**config.mk**
```make
export PLATFORM = sky130hd
export DESIGN_NAME = one_shot_timer_table
export DESIGN_NICKNAME = d
export VERILOG_FILES = /design/src/rtl/ostt_pkg.sv /design/src/rtl/ostt_cell.sv /design/src/rtl/one_shot_timer_table.sv
export SDC_FILE = /design/constraint.sdc
export NUM_CORES = 2
export LEC_CHECK = 0
export ABC_CLOCK_PERIOD_IN_PS = 16550
export BUFFER_PORTS_ARGS = -buffer_cell sky130_fd_sc_hd__buf_2
export CAP_MARGIN = 20
export CORE_UTILIZATION = 55
export CTS_CLUSTER_DIAMETER = 60
export DETAILED_ROUTE_END_ITERATION = 16
export GPL_TIMING_DRIVEN = 0
export PLACE_DENSITY = 0.71
export SYNTH_ARGS = -nofsm -noshare
export SYNTH_HDL_FRONTEND = slang
export SYNTH_HIERARCHICAL = 1
export SYNTH_SLANG_ARGS = --single-unit
export TNS_END_PERCENT = 1
```
**constraint.sdc**
```tcl
create_clock -name clk -period 16.55 [get_ports clk]
set_input_delay 0.8275 -clock clk [delete_from_list [all_inputs] [get_ports clk]]
set_output_delay 0.8275 -clock clk [all_outputs]
set_load 0.03 [all_outputs]
```
**src/rtl/ostt_pkg.sv**
```systemverilog
package ostt_pkg;

  localparam int SLOTS  = 16;
  localparam int IDX_W  = (SLOTS > 1) ? $clog2(SLOTS) : 1;
  localparam int ID_W   = 32;
  localparam int TIME_W = 48;
  localparam int DLY_W  = 32;

  localparam logic [TIME_W-1:0] TIME_MAX = {TIME_W{1'b1}};
  localparam logic [ID_W-1:0]   ID_MAX   = {ID_W{1'b1}};

  // input modes
  localparam logic [1:0] MODE_SCHED    = 2'd0;
  localparam logic [1:0] MODE_CANCEL   = 2'd1;
  localparam logic [1:0] MODE_TICK     = 2'd2;
  localparam logic [1:0] MODE_SHUTDOWN = 2'd3;

  // result kinds
  localparam logic [1:0] KIND_GRANT  = 2'd0;
  localparam logic [1:0] KIND_REJECT = 2'd1;
  localparam logic [1:0] KIND_FIRED  = 2'd2;

  // cell operations, broadcast to the whole chain
  localparam logic [2:0] OP_HOLD    = 3'd0;
  localparam logic [2:0] OP_LOAD    = 3'd1;
  localparam logic [2:0] OP_MARK    = 3'd2;
  localparam logic [2:0] OP_CLEAR   = 3'd3;
  localparam logic [2:0] OP_ROTATE  = 3'd4;
  localparam logic [2:0] OP_COMPACT = 3'd5;

  typedef struct packed {
    logic              valid;
    logic [ID_W-1:0]   id;
    logic [TIME_W-1:0] expiry;
  } entry_t;

  typedef struct packed {
    logic [2:0]        op;
    logic [ID_W-1:0]   id;
    logic [TIME_W-1:0] expiry;
    logic [ID_W-1:0]   handle;
  } ctrl_t;

endpackage

```
**src/rtl/ostt_cell.sv**
```systemverilog
module ostt_cell (
  input  logic            clk,
  input  logic            rst_n,
  input  ostt_pkg::ctrl_t ctrl_i,
  input  logic            prev_valid_i,
  input  logic            hole_i,
  input  ostt_pkg::entry_t next_i,
  output ostt_pkg::entry_t ent_o,
  output logic            hole_o
);

  logic                          valid_r;
  logic [ostt_pkg::ID_W-1:0]     id_r;
  logic [ostt_pkg::TIME_W-1:0]   exp_r;
  ostt_pkg::entry_t              ent_nxt;

  assign ent_o  = '{valid: valid_r, id: id_r, expiry: exp_r};
  // a hole at or below this cell pulls this cell's neighbor down
  assign hole_o = hole_i | ~valid_r;

  always_comb begin
    ent_nxt = ent_o;
    unique case (ctrl_i.op)
      ostt_pkg::OP_HOLD: begin
      end
      ostt_pkg::OP_LOAD: begin
        // first free cell takes the new timer
        if (!valid_r && prev_valid_i) begin
          ent_nxt = '{valid: 1'b1, id: ctrl_i.id, expiry: ctrl_i.expiry};
        end
      end
      ostt_pkg::OP_MARK: begin
        if (valid_r && (id_r == ctrl_i.handle)) begin
          ent_nxt.valid = 1'b0;
        end
      end
      ostt_pkg::OP_CLEAR: begin
        ent_nxt.valid = 1'b0;
      end
      ostt_pkg::OP_ROTATE: begin
        ent_nxt = next_i;
      end
      ostt_pkg::OP_COMPACT: begin
        if (hole_o) begin
          ent_nxt = next_i;
        end
      end
      default: begin
      end
    endcase
  end

  always_ff @(posedge clk) begin
    if (!rst_n) begin
      valid_r <= 1'b0;
    end else begin
      valid_r <= ent_nxt.valid;
    end
  end

  always_ff @(posedge clk) begin
    id_r  <= ent_nxt.id;
    exp_r <= ent_nxt.expiry;
  end

endmodule

```
**src/rtl/one_shot_timer_table.sv**
```systemverilog
// Schedule: result registered in the cycle after the transaction; one item every cycle
//   while the output is not stalled. Cancel: a mark step, then a compaction sweep down
//   the cell chain. Tick: one rotation of the chain with a head-of-chain compare, a flush
//   of the held result, then the compaction sweep; output stalls stretch it.
// Shutdown: clears every cell and stops later schedules. Synchronous active-low reset
//   empties the table, time 0, next handle 1, not stopped; no clearing pass.
module one_shot_timer_table (
  input  logic                          clk,
  input  logic                          rst_n,
  input  logic                          in_valid,
  output logic                          in_stall,
  input  logic [1:0]                    in_mode,
  input  logic [ostt_pkg::DLY_W-1:0]    in_delay,
  input  logic [ostt_pkg::ID_W-1:0]     in_handle,
  output logic                          out_valid,
  input  logic                          out_stall,
  output logic [1:0]                    out_kind,
  output logic [ostt_pkg::ID_W-1:0]     out_timer_id,
  output logic                          out_last
);

  localparam logic [1:0] ST_IDLE    = 2'd0;
  localparam logic [1:0] ST_ROT     = 2'd1;
  localparam logic [1:0] ST_FLUSH   = 2'd2;
  localparam logic [1:0] ST_COMPACT = 2'd3;

  localparam logic [ostt_pkg::IDX_W-1:0] CNT_END = ostt_pkg::IDX_W'(ostt_pkg::SLOTS - 1);

  logic [1:0]                     state_r, state_nxt;
  logic [ostt_pkg::IDX_W-1:0]     cnt_r, cnt_nxt;
  logic [ostt_pkg::TIME_W-1:0]    time_now_r, time_now_nxt;
  logic [ostt_pkg::ID_W-1:0]      next_handle_r, next_handle_nxt;
  logic                           stopped_r, stopped_nxt;
  logic                           pend_v_r, pend_v_nxt;
  logic [ostt_pkg::ID_W-1:0]      pend_id_r, pend_id_nxt;
  logic                           out_valid_r, out_valid_nxt;
  logic [1:0]                     out_kind_r, out_kind_nxt;
  logic [ostt_pkg::ID_W-1:0]      out_id_r, out_id_nxt;
  logic                           out_last_r, out_last_nxt;

  ostt_pkg::ctrl_t                ctrl;
  ostt_pkg::entry_t               ent      [ostt_pkg::SLOTS];
  ostt_pkg::entry_t               nxt_in   [ostt_pkg::SLOTS];
  logic                           prev_v   [ostt_pkg::SLOTS];
  logic                           hole_in  [ostt_pkg::SLOTS];
  logic                           hole_out [ostt_pkg::SLOTS];
  logic [ostt_pkg::SLOTS-1:0]     valid_vec;

  ostt_pkg::entry_t               head;
  ostt_pkg::entry_t               tail_feed;
  logic                           head_due;
  logic [ostt_pkg::TIME_W:0]      exp_sum;
  logic [ostt_pkg::TIME_W-1:0]    exp_sat;
  logic                           can_load;
  logic                           acc;

  genvar g;
  generate
    for (g = 0; g < ostt_pkg::SLOTS; g++) begin : g_cell
      if (g == 0) begin : g_first
        assign prev_v[g]  = 1'b1;
        assign hole_in[g] = 1'b0;
      end else begin : g_mid
        assign prev_v[g]  = ent[g-1].valid;
        assign hole_in[g] = hole_out[g-1];
      end
      if (g == ostt_pkg::SLOTS - 1) begin : g_last
        assign nxt_in[g] = tail_feed;
      end else begin : g_inner
        assign nxt_in[g] = ent[g+1];
      end
      assign valid_vec[g] = ent[g].valid;

      ostt_cell u_cell (
        .clk          (clk),
        .rst_n        (rst_n),
        .ctrl_i       (ctrl),
        .prev_valid_i (prev_v[g]),
        .hole_i       (hole_in[g]),
        .next_i       (nxt_in[g]),
        .ent_o        (ent[g]),
        .hole_o       (hole_out[g])
      );
    end
  endgenerate

  assign head     = ent[0];
  assign head_due = head.valid && (head.expiry <= time_now_r);

  // rotating: the head wraps to the tail, dropped if it fires; compacting: empty fill
  always_comb begin
    tail_feed = '{valid: 1'b0, id: '0, expiry: '0};
    if (state_r == ST_ROT) begin
      tail_feed = '{valid: head.valid & ~head_due, id: head.id, expiry: head.expiry};
    end
  end

  assign exp_sum = {1'b0, time_now_r} + {{(ostt_pkg::TIME_W + 1 - ostt_pkg::DLY_W){1'b0}}, in_delay};
  assign exp_sat = exp_sum[ostt_pkg::TIME_W] ? ostt_pkg::TIME_MAX
                                             : exp_sum[ostt_pkg::TIME_W-1:0];

  assign can_load = ~out_valid_r | ~out_stall;
  assign in_stall = (state_r != ST_IDLE) | ~can_load;
  assign acc      = in_valid & ~in_stall;

  assign out_valid    = out_valid_r;
  assign out_kind     = out_kind_r;
  assign out_timer_id = out_id_r;
  assign out_last     = out_last_r;

  always_comb begin
    state_nxt       = state_r;
    cnt_nxt         = cnt_r;
    time_now_nxt    = time_now_r;
    next_handle_nxt = next_handle_r;
    stopped_nxt     = stopped_r;
    pend_v_nxt      = pend_v_r;
    pend_id_nxt     = pend_id_r;
    out_valid_nxt   = out_valid_r & out_stall;
    out_kind_nxt    = out_kind_r;
    out_id_nxt      = out_id_r;
    out_last_nxt    = out_last_r;
    ctrl.op         = ostt_pkg::OP_HOLD;
    ctrl.id         = next_handle_r;
    ctrl.expiry     = exp_sat;
    ctrl.handle     = in_handle;

    unique case (state_r)
      ST_IDLE: begin
        if (acc) begin
          unique case (in_mode)
            ostt_pkg::MODE_SCHED: begin
              out_valid_nxt = 1'b1;
              out_last_nxt  = 1'b1;
              if (stopped_r || ent[ostt_pkg::SLOTS-1].valid) begin
                out_kind_nxt = ostt_pkg::KIND_REJECT;
                out_id_nxt   = '0;
              end else begin
                out_kind_nxt    = ostt_pkg::KIND_GRANT;
                out_id_nxt      = next_handle_r;
                ctrl.op         = ostt_pkg::OP_LOAD;
                next_handle_nxt = (next_handle_r == ostt_pkg::ID_MAX) ?
                                  ostt_pkg::ID_W'(1) : next_handle_r + ostt_pkg::ID_W'(1);
              end
            end
            ostt_pkg::MODE_CANCEL: begin
              if (in_handle != '0) begin
                ctrl.op   = ostt_pkg::OP_MARK;
                state_nxt = ST_COMPACT;
                cnt_nxt   = '0;
              end
            end
            ostt_pkg::MODE_TICK: begin
              if (time_now_r != ostt_pkg::TIME_MAX) begin
                time_now_nxt = time_now_r + ostt_pkg::TIME_W'(1);
              end
              state_nxt = ST_ROT;
              cnt_nxt   = '0;
            end
            ostt_pkg::MODE_SHUTDOWN: begin
              ctrl.op     = ostt_pkg::OP_CLEAR;
              stopped_nxt = 1'b1;
            end
            default: begin
            end
          endcase
        end
      end
      ST_ROT: begin
        if (can_load) begin
          ctrl.op = ostt_pkg::OP_ROTATE;
          // hold one fired id back so the final one can carry last
          if (head_due) begin
            if (pend_v_r) begin
              out_valid_nxt = 1'b1;
              out_kind_nxt  = ostt_pkg::KIND_FIRED;
              out_id_nxt    = pend_id_r;
              out_last_nxt  = 1'b0;
            end
            pend_v_nxt  = 1'b1;
            pend_id_nxt = head.id;
          end
          cnt_nxt = cnt_r + ostt_pkg::IDX_W'(1);
          if (cnt_r == CNT_END) begin
            state_nxt = ST_FLUSH;
            cnt_nxt   = '0;
          end
        end
      end
      ST_FLUSH: begin
        if (!pend_v_r) begin
          state_nxt = ST_COMPACT;
        end else if (can_load) begin
          out_valid_nxt = 1'b1;
          out_kind_nxt  = ostt_pkg::KIND_FIRED;
          out_id_nxt    = pend_id_r;
          out_last_nxt  = 1'b1;
          pend_v_nxt    = 1'b0;
          state_nxt     = ST_COMPACT;
        end
      end
      ST_COMPACT: begin
        ctrl.op = ostt_pkg::OP_COMPACT;
        cnt_nxt = cnt_r + ostt_pkg::IDX_W'(1);
        if (cnt_r == CNT_END) begin
          state_nxt = ST_IDLE;
          cnt_nxt   = '0;
        end
      end
      default: begin
        state_nxt = ST_IDLE;
      end
    endcase
  end

  always_ff @(posedge clk) begin
    if (!rst_n) begin
      state_r       <= ST_IDLE;
      cnt_r         <= '0;
      time_now_r    <= '0;
      next_handle_r <= ostt_pkg::ID_W'(1);
      stopped_r     <= 1'b0;
      pend_v_r      <= 1'b0;
      out_valid_r   <= 1'b0;
    end else begin
      state_r       <= state_nxt;
      cnt_r         <= cnt_nxt;
      time_now_r    <= time_now_nxt;
      next_handle_r <= next_handle_nxt;
      stopped_r     <= stopped_nxt;
      pend_v_r      <= pend_v_nxt;
      out_valid_r   <= out_valid_nxt;
    end
  end

  always_ff @(posedge clk) begin
    pend_id_r  <= pend_id_nxt;
    out_kind_r <= out_kind_nxt;
    out_id_r   <= out_id_nxt;
    out_last_r <= out_last_nxt;
  end

  logic prefix_ok;
  assign prefix_ok = ((valid_vec + {{(ostt_pkg::SLOTS-1){1'b0}}, 1'b1}) & valid_vec) == '0;

`ifndef SYNTHESIS
  a_prefix_in_idle: assert property (@(posedge clk) disable iff (!rst_n)
    (state_r == ST_IDLE) |-> prefix_ok)
    else $error("timer table not compacted in idle");

  a_no_pending_in_idle: assert property (@(posedge clk) disable iff (!rst_n)
    (state_r == ST_IDLE) |-> !pend_v_r)
    else $error("fired timer left pending");

  a_reject_zero_id: assert property (@(posedge clk) disable iff (!rst_n)
    (out_valid_r && out_kind_r == ostt_pkg::KIND_REJECT) |-> (out_id_r == '0))
    else $error("rejected schedule carries a handle");

  a_shutdown_clears: assert property (@(posedge clk) disable iff (!rst_n)
    (acc && in_mode == ostt_pkg::MODE_SHUTDOWN) |=> (valid_vec == '0) && stopped_r)
    else $error("shutdown left timers in table");
`endif

endmodule
```
==> results.py <==
metrics = {
    "run_status": {
        "status": "completed",
    },
    "cells_and_area": {
        "area_delta_synth_final_pct": 13.2,
        "multi_input_comb_area_um2": 28800,
        "drive_gt1_frac": 0.333,
        "net_count_final": 5554,
        "mostFrequentLayoutCell": "sky130_fd_sc_hd__edfxtp_1",
        "post_layout_nonfiller_instances": 7238,
        "design_area_um2": 82200,
        "filler_cell_count": 9765,
        "register_area_um2": 42600,
        "finish.utilization": 0.631,
        "layout.cells.most_common_list": "sky130_fd_sc_hd__edfxtp_1, sky130_fd_sc_hd__mux2_2, sky130_fd_sc_hd__xor2_1",
    },
    "die": {
        "number_of_cell_rows": 132,
        "dieWidth_um": 365,
        "ioPinCount": 107,
        "floorplan.core_area_um2": 130000,
        "die-height_um": 365,
        "initial_utilization": 0.557,
        "design.die.area_um2": 133000,
    },
    "place": {
        "place.gp.congestion": 0.986,
        "io_buffers": 106,
        "detailed_place.area_um2": 77100,
        "numPlacedInstances": 6941,
        "place.detailed.hpwl_um": 150000,
    },
    "cts": {
        "clockBufferDepth": 3,
        "post_cts_setup_repair_bufs": 0,
        "cts_made_buffers": 156,
        "htreeDepth": 4,
        "postCtsResizedCells": 0,
        "clkLatencyLatePin_ps": 810,
        "clk_root_buffer_cell": "sky130_fd_sc_hd__clkbuf_16",
        "tritoncts": "done",
        "worst_setup_hold_path_clk_slew_ps": 60,
        "cts-hold-fix-buffers": 0,
        "clock-sinks": 1452,
    },
    "worst_setup_path": {
        "crit_arrival_ps": 7090,
        "timing.critical_path.to_type": "register",
        "worst_ep_required_time_ps": 17030,
        "timing.setup.critical_path_class": "register to register",
        "worstSetupStartpointType": "register",
        "worst-path-max-fanout": 35,
    },
    "power": {
        "cellLeakagePower_nw": 29.3,
        "irDropWorstVdd_mv": 0.131,
        "pwr_density_cell_nw_per_um2": 199,
    },
    "drt": {
        "detail_route.vias_per_cell": 6.28,
        "first_iter_violations": 5555,
        "drc": 0,
        "routed_vias": 45500,
        "drt_wl_total_um": 211000,
        "number_of_detailed_route_iterations_in_the_first_pass": 5,
        "number_of_nets_with_antenna_violations_after_detailed_routing": 0,
        "post_drt_wl_per_cell_um": 29.1,
    },
    "timing": {
        "tightest_slew_ps": 1410,
        "min_period_over_period": 0.399,
        "finalSetupTns_ps": 0,
        "grt_setup_unrepaired": "no",
        "period_needed_ps": 6600,
        "hold_viol_final": 0,
        "slew_violations": 0,
        "final.setup_skew_ps": 33.1,
        "slew-limit-headroom": 0.0530,
        "setup-violations-final": 0,
        "timing.fmax_mhz": 151,
    },
    "global_routing": {
        "grtUsageTotal": 0.315,
        "grt-ovfl-total": 0,
        "grt_start_max_net_pins": 49,
        "initial_antenna_violation_count": 15,
        "global_route_wire_length_before_repair_um": 301000,
        "first_global_vias": 43400,
    },
    "synth": {
        "synthCells": 5014,
        "synth_area_per_inst_um2": 14.5,
        "post_synth_design_cell_area_um2": 72600,
        "yosys_synthesis_warning_count": 6,
    },
    "job": {
        "max_cap_violations": 0,
    },
    "hold_path": {
        "min_path_type": "primary input to register",
    },
}
flip-flops by register name, indices dropped and copies added, names as in the netlist:
name,flops
out_valid,1
out_kind,2
g_cell.u_cell/valid_r,16
g_cell.u_cell/id_r,512
time_now_r,48
pend_id_r,32
out_last,1
state_r,2
out_timer_id,32
g_cell.u_cell/exp_r,768
stopped_r,1
next_handle_r,32
cnt_r,4
pend_v_r,1
metrics by stage:
stage / setup WS, ps / hold slack [ps] / total power [mW]
after global placement: -3280 / 486 / 12.7
after global routing: 9760 / 436 / 16.9
after floorplan: 4600 / 463 / 10.5
final: 9950 / 440 / 16.3
after CTS: 10090 / 381 / 16.2
after detailed placement: 9920 / 481 / 12.8
layout make-up:
| type | count | share of cell area |
|---|---|---|
| antenna | 3 | 0.0000914 |
| tap | 1742 | 0.0265 |
| clock inverter | 78 | 0.00864 |
| sequential | 1452 | 0.518 |
| buffer | 213 | 0.0123 |
| timing repair buffer | 191 | 0.0260 |
| multi-input combinational | 3219 | 0.351 |
| inverter | 131 | 0.00599 |
| clock buffer | 209 | 0.0515 |
worst paths after layout:
kind,from,to,slack [ps],cells after the start
worst max-delay path,state_r[1],g_cell[3].u_cell/exp_r[4],9950,14
worst min-delay path,in_mode[0],stopped_r,440,3
worst max register to register,state_r[1],g_cell[3].u_cell/exp_r[4],9950,14
worst min register to register,g_cell[0].u_cell/id_r[3],pend_id_r[3],490,0
layer usage:
metal / share of wire / vias up / GRT usage / routed length [um]
met5: 0.00016 / - / 0 / 34
met4: 0.028 / 6 / 0.0958 / 5920
met3: 0.11 / 283 / 0.0875 / 23500
met2: 0.44 / 2100 / 0.463 / 92100
met1: 0.42 / 23300 / 0.455 / 89300
li1: - / 19800 / - / -
power breakdown:
| part | switching (mW) | internal, mW |
|---|---|---|
| clock | 1.48 | 1.95 |
| sequential | 0.687 | 6.21 |
| combinational | 3.64 | 2.35 |
worst max-delay path, stage by stage, from the launching register on:
cell and delay [ps]:
sky130_fd_sc_hd__dfxtp_1 400, sky130_fd_sc_hd__inv_1 110, sky130_fd_sc_hd__ha_1 270, sky130_fd_sc_hd__clkbuf_1 700, sky130_fd_sc_hd__nand2_1 310, sky130_fd_sc_hd__o21ai_4 740
sky130_fd_sc_hd__buf_12 280, sky130_fd_sc_hd__buf_12 210, sky130_fd_sc_hd__ha_1 590, sky130_fd_sc_hd__buf_6 330, sky130_fd_sc_hd__clkbuf_1 690, sky130_fd_sc_hd__a21oi_1 220
sky130_fd_sc_hd__o22ai_4 860, sky130_fd_sc_hd__buf_12 290, sky130_fd_sc_hd__buf_12 210
No activity file was read; power rests on OpenSTA's default activity.
